**src/ratc_pkg.sv**
```systemverilog
// Shared types and constants for the row argmax threshold compare block.
package ratc_pkg;

  localparam int VALUE_W    = 16;  // signed Q4.12 coefficient
  localparam int MAG_W      = 15;  // saturated magnitude
  localparam int THR_W      = 15;  // threshold register
  localparam int PRIMARY_W  = 6;   // reported column number
  localparam int MASK_OUT_W = 32;  // reported column mask
  localparam int TOTAL_W    = 16;  // reported running counts

  localparam logic [MAG_W-1:0] MAG_MAX         = '1;
  localparam logic [THR_W-1:0] THRESHOLD_RESET = 15'd1229;  // 0.3 in Q4.12

  // Per-cycle control from the row sequencer to each side's tracker.
  typedef struct packed {
    logic step;   // usable in-range cell advances this cycle
    logic first;  // no usable cell seen yet in this row
    logic clear;  // row closes this cycle
  } side_ctl_t;

endpackage

```
**src/ratc_if.sv**
```systemverilog
// Stream channel interfaces: cell pair input and row result output.
interface ratc_in_if;
  logic                                valid;
  logic                                ready;
  logic signed [ratc_pkg::VALUE_W-1:0] x_value;
  logic signed [ratc_pkg::VALUE_W-1:0] y_value;
  logic                                x_missing;
  logic                                y_missing;
  logic                                row_end;
  logic                                matrix_end;

  modport source (
    output valid, x_value, y_value, x_missing, y_missing, row_end, matrix_end,
    input  ready
  );
  modport sink (
    input  valid, x_value, y_value, x_missing, y_missing, row_end, matrix_end,
    output ready
  );
endinterface

interface ratc_out_if;
  logic                                valid;
  logic                                ready;
  logic [ratc_pkg::PRIMARY_W-1:0]      x_lead_col;
  logic [ratc_pkg::PRIMARY_W-1:0]      y_lead_col;
  logic                                row_has_data;
  logic [ratc_pkg::MASK_OUT_W-1:0]     x_mask;
  logic [ratc_pkg::MASK_OUT_W-1:0]     y_mask;
  logic                                primary_differs;
  logic                                set_differs;
  logic [ratc_pkg::TOTAL_W-1:0]        diff_primary_total;
  logic [ratc_pkg::TOTAL_W-1:0]        diff_set_total;
  logic [ratc_pkg::TOTAL_W-1:0]        comparable_rows;
  logic                                totals_valid;
  logic                                last_row;

  modport source (
    output valid, x_lead_col, y_lead_col, row_has_data, x_mask, y_mask,
           primary_differs, set_differs, diff_primary_total, diff_set_total,
           comparable_rows, totals_valid, last_row,
    input  ready
  );
  modport sink (
    input  valid, x_lead_col, y_lead_col, row_has_data, x_mask, y_mask,
           primary_differs, set_differs, diff_primary_total, diff_set_total,
           comparable_rows, totals_valid, last_row,
    output ready
  );
endinterface

```
**src/ratc_side.sv**
```systemverilog
// One side's row tracker: magnitude, first-largest column and threshold mask.
module ratc_side #(
  parameter int MAX_COLS = 32
) (
  input  logic                                clk,
  input  logic                                rst_n,
  input  ratc_pkg::side_ctl_t                 ctl,
  input  logic signed [ratc_pkg::VALUE_W-1:0] value,
  input  logic [$clog2(MAX_COLS+1)-1:0]       col_idx,
  input  logic [ratc_pkg::THR_W-1:0]          threshold,
  output logic [$clog2(MAX_COLS+1)-1:0]       best_col_now,
  output logic [MAX_COLS-1:0]                 mask_now
);

  localparam int COL_W = $clog2(MAX_COLS + 1);

  logic [ratc_pkg::VALUE_W-1:0] neg;
  logic [ratc_pkg::MAG_W-1:0]   mag;
  logic                         take;
  logic [ratc_pkg::MAG_W-1:0]   best_mag_r;
  logic [ratc_pkg::MAG_W-1:0]   best_mag_now;
  logic [COL_W-1:0]             best_col_r;
  logic [MAX_COLS-1:0]          mask_r;

  // -32768 negates to itself; saturate it to the largest magnitude.
  assign neg  = ~value + ratc_pkg::VALUE_W'(1);
  assign mag  = value[ratc_pkg::VALUE_W-1]
                ? (neg[ratc_pkg::VALUE_W-1] ? ratc_pkg::MAG_MAX
                                            : neg[ratc_pkg::MAG_W-1:0])
                : value[ratc_pkg::MAG_W-1:0];
  assign take = ctl.step && (ctl.first || (mag > best_mag_r));

  assign best_mag_now = take ? mag : best_mag_r;
  assign best_col_now = take ? (col_idx + COL_W'(1)) : best_col_r;
  assign mask_now     = mask_r
                        | ((ctl.step && (mag >= threshold))
                           ? (MAX_COLS'(1) << col_idx) : '0);

  always_ff @(posedge clk) begin
    if (!rst_n || ctl.clear) begin
      best_mag_r <= '0;
      best_col_r <= '0;
      mask_r     <= '0;
    end else begin
      best_mag_r <= best_mag_now;
      best_col_r <= best_col_now;
      mask_r     <= mask_now;
    end
  end

endmodule

```
**src/row_argmax_threshold_compare.sv**
```systemverilog
// Top level: row argmax and threshold set compare of two coefficient streams.
//
//  channel  | dir | handshake          | moves
//  ---------+-----+--------------------+-------------------------------------
//  in_ch    | in  | valid/ready        | one cell pair (x, y, missing, ends)
//  out_ch   | out | valid/ready        | one row result with running totals
//  cfg_*    | in  | wr_en, no stall    | threshold register write
//
// One cell pair per cycle, sustained while no row-closing cell waits on a
// stalled result. A transfer lands in the input register; when that cell
// advances, the row trackers update and, on a row end, the result register
// loads. Reset (rst_n low, synchronous) clears the row state, the counts and
// both valid flags, and restores the threshold to 0.3. A stalled result holds
// only cells that close a row; other cells keep flowing past it.
module row_argmax_threshold_compare #(
  parameter int MAX_COLS   = 32,
  parameter int COUNT_BITS = 16
) (
  input  logic                        clk,
  input  logic                        rst_n,
  ratc_in_if.sink                     in_ch,
  ratc_out_if.source                  out_ch,
  input  logic                        cfg_wr_en,
  input  logic [ratc_pkg::THR_W-1:0]  cfg_wr_data
);

  localparam int COL_W = $clog2(MAX_COLS + 1);

  // Configuration.
  logic [ratc_pkg::THR_W-1:0] threshold_r;

  // Input register.
  logic                                s1_valid_r;
  logic                                s1_valid_nxt;
  logic signed [ratc_pkg::VALUE_W-1:0] s1_x_value_r;
  logic signed [ratc_pkg::VALUE_W-1:0] s1_y_value_r;
  logic                                s1_x_missing_r;
  logic                                s1_y_missing_r;
  logic                                s1_row_end_r;
  logic                                s1_matrix_end_r;

  // Row and running state.
  logic [COL_W-1:0]      col_idx_r;
  logic [COL_W-1:0]      col_idx_nxt;
  logic                  seen_r;
  logic                  seen_nxt;
  logic [COUNT_BITS-1:0] pd_cnt_r;
  logic [COUNT_BITS-1:0] sd_cnt_r;
  logic [COUNT_BITS-1:0] cmp_cnt_r;

  // Result register.
  logic                               out_valid_r;
  logic                               out_valid_nxt;
  logic [ratc_pkg::PRIMARY_W-1:0]     out_x_lead_r;
  logic [ratc_pkg::PRIMARY_W-1:0]     out_y_lead_r;
  logic                               out_row_has_data_r;
  logic [ratc_pkg::MASK_OUT_W-1:0]    out_x_mask_r;
  logic [ratc_pkg::MASK_OUT_W-1:0]    out_y_mask_r;
  logic                               out_pd_r;
  logic                               out_sd_r;
  logic [ratc_pkg::TOTAL_W-1:0]       out_pd_total_r;
  logic [ratc_pkg::TOTAL_W-1:0]       out_sd_total_r;
  logic [ratc_pkg::TOTAL_W-1:0]       out_cmp_total_r;
  logic                               out_totals_valid_r;
  logic                               out_last_row_r;

  // Datapath.
  logic                  closes;
  logic                  advance;
  logic                  emit;
  logic                  in_xfer;
  logic                  in_range;
  logic                  usable;
  logic                  seen_now;
  ratc_pkg::side_ctl_t   side_ctl;
  logic [COL_W-1:0]      x_col_now;
  logic [COL_W-1:0]      y_col_now;
  logic [MAX_COLS-1:0]   x_mask_now;
  logic [MAX_COLS-1:0]   y_mask_now;
  logic [COL_W-1:0]      x_prim;
  logic [COL_W-1:0]      y_prim;
  logic                  pd;
  logic                  sd;
  logic [COUNT_BITS-1:0] pd_cnt_now;
  logic [COUNT_BITS-1:0] sd_cnt_now;
  logic [COUNT_BITS-1:0] cmp_cnt_now;
  logic [31:0]           pd_cnt_wide;
  logic [31:0]           sd_cnt_wide;
  logic [31:0]           cmp_cnt_wide;
  logic [63:0]           x_mask_wide;
  logic [63:0]           y_mask_wide;
  logic [7:0]            x_prim_wide;
  logic [7:0]            y_prim_wide;

  // Handshake: a cell that closes a row needs a free result slot; any other
  // cell advances whenever the input register holds it.
  assign closes   = s1_row_end_r || s1_matrix_end_r;
  assign advance  = s1_valid_r && (!closes || !out_valid_r || out_ch.ready);
  assign emit     = advance && closes;
  assign in_ch.ready = !s1_valid_r || advance;
  assign in_xfer  = in_ch.valid && in_ch.ready;

  assign s1_valid_nxt  = in_xfer || (s1_valid_r && !advance);
  assign out_valid_nxt = emit || (out_valid_r && !out_ch.ready);

  // Cells past the last tracked column are dropped but still count as ends.
  assign in_range = col_idx_r < COL_W'(MAX_COLS);
  assign usable   = in_range && !s1_x_missing_r && !s1_y_missing_r;
  assign seen_now = seen_r || usable;

  assign side_ctl.step  = advance && usable;
  assign side_ctl.first = !seen_r;
  assign side_ctl.clear = emit;

  always_comb begin
    col_idx_nxt = col_idx_r;
    seen_nxt    = seen_r;
    if (advance) begin
      if (closes) begin
        col_idx_nxt = '0;
        seen_nxt    = 1'b0;
      end else begin
        col_idx_nxt = in_range ? (col_idx_r + COL_W'(1)) : col_idx_r;
        seen_nxt    = seen_now;
      end
    end
  end

  ratc_side #(.MAX_COLS(MAX_COLS)) u_side_x (
    .clk          (clk),
    .rst_n        (rst_n),
    .ctl          (side_ctl),
    .value        (s1_x_value_r),
    .col_idx      (col_idx_r),
    .threshold    (threshold_r),
    .best_col_now (x_col_now),
    .mask_now     (x_mask_now)
  );

  ratc_side #(.MAX_COLS(MAX_COLS)) u_side_y (
    .clk          (clk),
    .rst_n        (rst_n),
    .ctl          (side_ctl),
    .value        (s1_y_value_r),
    .col_idx      (col_idx_r),
    .threshold    (threshold_r),
    .best_col_now (y_col_now),
    .mask_now     (y_mask_now)
  );

  // An empty substantial set reports primary 0.
  assign x_prim = (|x_mask_now) ? x_col_now : '0;
  assign y_prim = (|y_mask_now) ? y_col_now : '0;
  assign pd     = x_prim != y_prim;
  assign sd     = x_mask_now != y_mask_now;

  // Saturating counts, bumped only for rows with usable data.
  assign cmp_cnt_now = (seen_now && !(&cmp_cnt_r)) ? cmp_cnt_r + COUNT_BITS'(1)
                                                   : cmp_cnt_r;
  assign pd_cnt_now  = (seen_now && pd && !(&pd_cnt_r)) ? pd_cnt_r + COUNT_BITS'(1)
                                                        : pd_cnt_r;
  assign sd_cnt_now  = (seen_now && sd && !(&sd_cnt_r)) ? sd_cnt_r + COUNT_BITS'(1)
                                                        : sd_cnt_r;

  assign pd_cnt_wide  = 32'(pd_cnt_now);
  assign sd_cnt_wide  = 32'(sd_cnt_now);
  assign cmp_cnt_wide = 32'(cmp_cnt_now);
  assign x_mask_wide  = 64'(x_mask_now);
  assign y_mask_wide  = 64'(y_mask_now);
  assign x_prim_wide  = 8'(x_prim);
  assign y_prim_wide  = 8'(y_prim);

  // Control registers.
  always_ff @(posedge clk) begin
    if (!rst_n) begin
      threshold_r <= ratc_pkg::THRESHOLD_RESET;
      s1_valid_r  <= 1'b0;
      out_valid_r <= 1'b0;
      col_idx_r   <= '0;
      seen_r      <= 1'b0;
      pd_cnt_r    <= '0;
      sd_cnt_r    <= '0;
      cmp_cnt_r   <= '0;
    end else begin
      if (cfg_wr_en) begin
        threshold_r <= cfg_wr_data;
      end
      s1_valid_r  <= s1_valid_nxt;
      out_valid_r <= out_valid_nxt;
      col_idx_r   <= col_idx_nxt;
      seen_r      <= seen_nxt;
      // Close the row; a matrix end starts the next matrix with fresh counts.
      if (emit) begin
        if (s1_matrix_end_r) begin
          pd_cnt_r  <= '0;
          sd_cnt_r  <= '0;
          cmp_cnt_r <= '0;
        end else begin
          pd_cnt_r  <= pd_cnt_now;
          sd_cnt_r  <= sd_cnt_now;
          cmp_cnt_r <= cmp_cnt_now;
        end
      end
    end
  end

  // Input payload: load on transfer.
  always_ff @(posedge clk) begin
    if (in_xfer) begin
      s1_x_value_r    <= in_ch.x_value;
      s1_y_value_r    <= in_ch.y_value;
      s1_x_missing_r  <= in_ch.x_missing;
      s1_y_missing_r  <= in_ch.y_missing;
      s1_row_end_r    <= in_ch.row_end;
      s1_matrix_end_r <= in_ch.matrix_end;
    end
  end

  // Result payload: load when a row closes, hold while stalled.
  always_ff @(posedge clk) begin
    if (emit) begin
      out_x_lead_r       <= seen_now ? x_prim_wide[ratc_pkg::PRIMARY_W-1:0] : '0;
      out_y_lead_r       <= seen_now ? y_prim_wide[ratc_pkg::PRIMARY_W-1:0] : '0;
      out_row_has_data_r <= seen_now;
      out_x_mask_r       <= seen_now ? x_mask_wide[ratc_pkg::MASK_OUT_W-1:0] : '0;
      out_y_mask_r       <= seen_now ? y_mask_wide[ratc_pkg::MASK_OUT_W-1:0] : '0;
      out_pd_r           <= seen_now && pd;
      out_sd_r           <= seen_now && sd;
      out_pd_total_r     <= pd_cnt_wide[ratc_pkg::TOTAL_W-1:0];
      out_sd_total_r     <= sd_cnt_wide[ratc_pkg::TOTAL_W-1:0];
      out_cmp_total_r    <= cmp_cnt_wide[ratc_pkg::TOTAL_W-1:0];
      out_totals_valid_r <= |cmp_cnt_now;
      out_last_row_r     <= s1_matrix_end_r;
    end
  end

  assign out_ch.valid              = out_valid_r;
  assign out_ch.x_lead_col         = out_x_lead_r;
  assign out_ch.y_lead_col         = out_y_lead_r;
  assign out_ch.row_has_data       = out_row_has_data_r;
  assign out_ch.x_mask             = out_x_mask_r;
  assign out_ch.y_mask             = out_y_mask_r;
  assign out_ch.primary_differs    = out_pd_r;
  assign out_ch.set_differs        = out_sd_r;
  assign out_ch.diff_primary_total = out_pd_total_r;
  assign out_ch.diff_set_total     = out_sd_total_r;
  assign out_ch.comparable_rows    = out_cmp_total_r;
  assign out_ch.totals_valid       = out_totals_valid_r;
  assign out_ch.last_row           = out_last_row_r;

endmodule
```
**src/flat_wrapper.sv**
```systemverilog
// flat-port wrapper written by rule: the top's interface ports become plain ports
module row_argmax_threshold_compare_flat 
#(
  parameter int MAX_COLS   = 32,
  parameter int COUNT_BITS = 16
)
  (clk, rst_n, cfg_wr_en, cfg_wr_data, in_ch_valid, in_ch_x_value, in_ch_y_value, in_ch_x_missing, in_ch_y_missing, in_ch_row_end, in_ch_matrix_end, in_ch_ready, out_ch_valid, out_ch_x_lead_col, out_ch_y_lead_col, out_ch_row_has_data, out_ch_x_mask, out_ch_y_mask, out_ch_primary_differs, out_ch_set_differs, out_ch_diff_primary_total, out_ch_diff_set_total, out_ch_comparable_rows, out_ch_totals_valid, out_ch_last_row, out_ch_ready);
  ratc_in_if in_ch_i ();
  ratc_out_if out_ch_i ();
  input  logic clk;
  input  logic rst_n;
  input  logic cfg_wr_en;
  input  logic [ratc_pkg::THR_W-1:0] cfg_wr_data;
  input wire logic [$bits(in_ch_i.valid)-1:0] in_ch_valid;
  input wire logic [$bits(in_ch_i.x_value)-1:0] in_ch_x_value;
  input wire logic [$bits(in_ch_i.y_value)-1:0] in_ch_y_value;
  input wire logic [$bits(in_ch_i.x_missing)-1:0] in_ch_x_missing;
  input wire logic [$bits(in_ch_i.y_missing)-1:0] in_ch_y_missing;
  input wire logic [$bits(in_ch_i.row_end)-1:0] in_ch_row_end;
  input wire logic [$bits(in_ch_i.matrix_end)-1:0] in_ch_matrix_end;
  output wire logic [$bits(in_ch_i.ready)-1:0] in_ch_ready;
  output wire logic [$bits(out_ch_i.valid)-1:0] out_ch_valid;
  output wire logic [$bits(out_ch_i.x_lead_col)-1:0] out_ch_x_lead_col;
  output wire logic [$bits(out_ch_i.y_lead_col)-1:0] out_ch_y_lead_col;
  output wire logic [$bits(out_ch_i.row_has_data)-1:0] out_ch_row_has_data;
  output wire logic [$bits(out_ch_i.x_mask)-1:0] out_ch_x_mask;
  output wire logic [$bits(out_ch_i.y_mask)-1:0] out_ch_y_mask;
  output wire logic [$bits(out_ch_i.primary_differs)-1:0] out_ch_primary_differs;
  output wire logic [$bits(out_ch_i.set_differs)-1:0] out_ch_set_differs;
  output wire logic [$bits(out_ch_i.diff_primary_total)-1:0] out_ch_diff_primary_total;
  output wire logic [$bits(out_ch_i.diff_set_total)-1:0] out_ch_diff_set_total;
  output wire logic [$bits(out_ch_i.comparable_rows)-1:0] out_ch_comparable_rows;
  output wire logic [$bits(out_ch_i.totals_valid)-1:0] out_ch_totals_valid;
  output wire logic [$bits(out_ch_i.last_row)-1:0] out_ch_last_row;
  input wire logic [$bits(out_ch_i.ready)-1:0] out_ch_ready;
  assign in_ch_i.valid = in_ch_valid;
  assign in_ch_i.x_value = in_ch_x_value;
  assign in_ch_i.y_value = in_ch_y_value;
  assign in_ch_i.x_missing = in_ch_x_missing;
  assign in_ch_i.y_missing = in_ch_y_missing;
  assign in_ch_i.row_end = in_ch_row_end;
  assign in_ch_i.matrix_end = in_ch_matrix_end;
  assign in_ch_ready = in_ch_i.ready;
  assign out_ch_valid = out_ch_i.valid;
  assign out_ch_x_lead_col = out_ch_i.x_lead_col;
  assign out_ch_y_lead_col = out_ch_i.y_lead_col;
  assign out_ch_row_has_data = out_ch_i.row_has_data;
  assign out_ch_x_mask = out_ch_i.x_mask;
  assign out_ch_y_mask = out_ch_i.y_mask;
  assign out_ch_primary_differs = out_ch_i.primary_differs;
  assign out_ch_set_differs = out_ch_i.set_differs;
  assign out_ch_diff_primary_total = out_ch_i.diff_primary_total;
  assign out_ch_diff_set_total = out_ch_i.diff_set_total;
  assign out_ch_comparable_rows = out_ch_i.comparable_rows;
  assign out_ch_totals_valid = out_ch_i.totals_valid;
  assign out_ch_last_row = out_ch_i.last_row;
  assign out_ch_i.ready = out_ch_ready;
  row_argmax_threshold_compare #(.MAX_COLS(MAX_COLS), .COUNT_BITS(COUNT_BITS)) u_core (.clk(clk), .rst_n(rst_n), .in_ch(in_ch_i), .out_ch(out_ch_i), .cfg_wr_en(cfg_wr_en), .cfg_wr_data(cfg_wr_data));
endmodule
```
**config.mk**
```make
export PLATFORM = sky130hd
export DESIGN_NAME = row_argmax_threshold_compare_flat
export DESIGN_NICKNAME = d
export VERILOG_FILES = /design/src/ratc_pkg.sv /design/src/ratc_if.sv /design/src/ratc_side.sv /design/src/row_argmax_threshold_compare.sv /design/src/flat_wrapper.sv
export SDC_FILE = /design/constraint.sdc
export NUM_CORES = 1
export LEC_CHECK = 0
export BUFFER_PORTS_ARGS = -buffer_cell sky130_fd_sc_hd__clkbuf_2
export CAP_MARGIN = 40
export CORE_MARGIN = 2
export CORE_UTILIZATION = 40
export CTS_CLUSTER_DIAMETER = 60
export DETAILED_ROUTE_END_ITERATION = 6
export PLACE_DENSITY = 0.56
export SYNTH_ARGS = -nofsm -noshare
export SYNTH_HDL_FRONTEND = slang
export SYNTH_SLANG_ARGS = --single-unit
```
**constraint.sdc**
```tcl
create_clock -name clk -period 14.8 [get_ports clk]
set_clock_uncertainty 0.15 [all_clocks]
set_input_delay 0.74 -clock clk [delete_from_list [all_inputs] [get_ports clk]]
set_output_delay 0.74 -clock clk [all_outputs]
set_load 0.005 [all_outputs]
```
==> results.md <==
* Syn-to-layout area delta at 16.6%
* Post-synth EDFFs at 165
* Root Driver: clkbuf_16
* Routed WL at 48.6 mm
* H-Tree Depth at 2
* Top_reg_cell synth: dfxtp_1
* Post-CTS Setup Inserts at 0
* # setup viols final at 0
* Share of cells above drive strength 1 at 15.0%
* Adder-cell share of the synthesized area at 5.08%
* DR pass1 iterations at 5
* Vias in the first global route at 14000
* Design Power at 2.27 mW
* Die span in y at 213 um
* Initial antenna violation count at 1
* Peak supply drop at 87.2 uV
* Yosys warns at 0
* Die ar. at 0.0454 mm2
* R2r setup slk at 7.38 ns
* Hold buffer count at CTS at 0
* Post-synthesis simple-gate area fraction at 18.5%
* Reg2reg path depth at 21
* Required time worst endpoint at 14.94 ns
* CTS tree: yes
* Hold Path Stages at 1
* Top cell type's share of synthesized area at approximately 28%
* Congestion Overflow GR at 0
* Gp weighted congestion at around 0.9
* Post-synthesis mux area share at 1.22%
* Area contributors post-synth: edfxtp_1 28%, dfxtp_1 20%, nor2_1 6.3%
* Top Ports at between 150 and 200
* Largest family of logic cells by synthesized area: compound AO/OA/AOI/OAI gates
* Setup TNS at 0 ns
* Period utilisation layout at 50.1%
* Yosys reg bits at 343
* Asr flop ratio synth at 0%
* Cell Pwr Density at 112 mW/mm2
* Die X-Extent at ~210 um
* First-pass GRT wire length at 76.7 mm
* Max-slew violations at 0
* Fin crit period at 7.42 ns
* Max Fclk at 135 MHz
* Post-DRT Antenna Nets at 0
* Worst-case clock buffer depth at 3
* Initial Util at around two fifths
* Synth Area in Compound Gates at 18.8%
* XOR/XNOR share of the synthesized area at 3.66%
* Vias per inst at 5.56
* Drt wl/cell at about 18 um
* Outcome: complete, no violations
* Vias at 14700
* Syn nets at 1987
* Max FO, Critical Path at 46
* Number of max-cap violations at 0
* # rows at 76
* Kind of critical path: reg2reg
* Largest area contributor in the netlist: edfxtp_1
* Class of the worst hold path: in2reg
* Cell variety after synth at 87
* CTS sink count at 343
* RSZ-0062 raised after global routing: false
* Crit end category: flop
* TritonCTS Buffers at 43
* Data arrival, critical path at around 7.6 ns
* Worst-path clk slew at 0.06 ns
* Leak Pwr at 7.99 nW
* Post-route DRC at 0
* Max-slew headroom at 40.8%
* Drt initial violations at 1192
* Final hold violations at 0
* Post-Syn Area at 0.0175 mm2
* Core area at 0.0431 mm2
* Input/output buffers at 186
* Worst Tran Pin Value at 0.888 ns
* Share of the yosys chip area belonging to registers at 48.7%
* Final nets at 2145
* Skew-Pair Late Insertion Delay at 0.57 ns
* GRT Overall Usage at 21.6%
* Worst setup SP type: flop
* Pin count of the biggest net entering global routing at a little under 80
* Post-DP HPWL at 35.0 mm
* Post-cts sizing count at 0
* Syn Area/Cell at 9.39 um2
* Post-synthesis cell count at 1860
-- sequential cells by signal (all words and copies together) (netlist names), 15 cells and up --
| signal | flops |
|---|---|
| u_core.threshold_r | 15 |
| u_core.out_ch.comparable_rows | 16 |
| u_core.out_ch.diff_set_total | 16 |
| u_core.out_ch.x_mask | 32 |
| u_core.s1_x_value_r | 16 |
| u_core.s1_y_value_r | 16 |
| u_core.u_side_x.best_mag_r | 15 |
| u_core.out_ch.diff_primary_total | 16 |
| u_core.sd_cnt_r | 16 |
| u_core.out_ch.y_mask | 32 |
| u_core.u_side_x.mask_r | 32 |
| u_core.u_side_y.mask_r | 32 |
| u_core.cmp_cnt_r | 16 |
| u_core.pd_cnt_r | 16 |
| u_core.u_side_y.best_mag_r | 15 |
-- cell type report --
class,instances,area [um2]
clock inverters,22,228
clock buffers,56,1180
diodes,1,2.50
multi-input cells,1339,8270
repair buffers,210,1140
well taps,585,732
fillers,4114,22700
flip-flops and latches,343,8520
inverters,81,309
-- critical path: stages (launching register included) --
cell       delay (ns)
edfxtp_1         0.42
or4_1            0.57
or3_1            0.37
nor4_1           0.46
nand4b_1         0.49
and2_1           0.37
ha_1             0.28
nand2b_1         0.09
a31oi_1          0.12
or3_1            0.49
a21oi_1          0.23
o21ba_1          0.15
buf_4            0.40
a21oi_1          0.18
nand2b_1         0.19
a2111oi_0        0.41
nand4_1          0.30
o41ai_4          0.74
nor2_1           0.11
buf_4            0.27
and2_1           0.22
xor2_1           0.14
-- logic make-up (layout without fill, tap and decap cells) --
group                    after synthesis  in the layout
AND/OR/NAND/NOR                      690            690
adder cells (fa/ha/maj)               71             71
multiplexers                          21             21
XOR/XNOR                              73             73
other                                  0              1
buffers and inverters                178            369
AO/OA/AOI/OAI                        484            484
flip-flops                           343            343
-- synthesized netlist by cell type (7+ instances only) --
library cell,count
nor2_1,294
dfxtp_1,178
edfxtp_1,165
nand2_1,139
a21oi_1,133
o21ai_0,83
inv_1,79
clkbuf_1,77
ha_1,71
xor2_1,40
a211oi_1,37
nand3_1,37
xnor2_1,33
nand4_1,30
nor3_1,30
and3_1,29
a31oi_1,28
a22oi_1,25
a21o_1,24
or3_1,22
a22o_1,20
and2_1,20
nor4_1,19
mux2i_1,18
o211ai_1,16
nand2b_1,15
a222oi_1,12
nor2b_1,10
or4_1,10
buf_1,9
or2_2,9
a211o_1,8
o31ai_1,8
a2111oi_0,7
-- placed cells by master, fill, tap and decap left out, types with 20 or more instances in the layout --
| cell | netlist | routed |
|---|---|---|
| nor2_1 | 294 | 293 |
| clkbuf_2 | 0 | 186 |
| dfxtp_1 | 178 | 178 |
| edfxtp_1 | 165 | 165 |
| nand2_1 | 139 | 138 |
| a21oi_1 | 133 | 131 |
| o21ai_0 | 83 | 83 |
| inv_1 | 79 | 79 |
| ha_1 | 71 | 71 |
| clkbuf_16 | 0 | 45 |
| xor2_1 | 40 | 40 |
| nand3_1 | 37 | 37 |
| a211oi_1 | 37 | 37 |
| xnor2_1 | 33 | 33 |
| nor3_1 | 30 | 30 |
| nand4_1 | 30 | 30 |
| and3_1 | 29 | 29 |
| a31oi_1 | 28 | 28 |
| a22oi_1 | 25 | 25 |
| a21o_1 | 24 | 24 |
| or3_1 | 22 | 22 |
| a22o_1 | 20 | 20 |
-- per-stage QoR --
step / std cells / instance area [um2] / hold slack [ns] / worst slack [ns] / utilization, %
2_1_floorplan: 1860 / 17500 / 0.271 / 8.76 / -
3_3_place_gp: 2553 / 18900 / 0.290 / 7.56 / 43.9
3_5_place_dp: 2558 / 19000 / 0.295 / 7.46 / 44.0
4_1_cts: 2636 / 20400 / 0.174 / 7.45 / 47.3
5_1_grt: 2637 / 20400 / 0.185 / 6.76 / 47.3
6_report: 2637 / 20400 / 0.207 / 7.38 / 47.3
-- per-layer routing --
layer  wire [um]  GRT usage [%]  vias up
met5           0              0        -
met2       22700           35.1      402
li1            -              -     7125
met3        2380           2.87      105
met1       21900           29.0     7027
met4        1650           8.66        0
-- path summary, 6_finish.rpt --
kind,to,start
setup / recovery,u_core.out_ch.diff_set_total[2],u_core.s1_y_value_r[5]
hold / removal,u_core.s1_y_value_r[1],in_ch_y_value[1]
setup reg to reg,u_core.out_ch.diff_set_total[2],u_core.s1_y_value_r[5]
hold reg to reg,u_core.u_side_y.best_mag_r[1],u_core.u_side_y.best_mag_r[1]
-- where the power goes --
group	leakage (nW)	total (mW)	switching [mW]	internal [mW]
clock network	0.688	1.05	0.425	0.621
logic	4.21	0.198	0.129	0.0690
registers	3.09	1.03	0.0131	1.02
total	7.99	2.27	0.567	1.71
(Power assumes the default switching activity.)
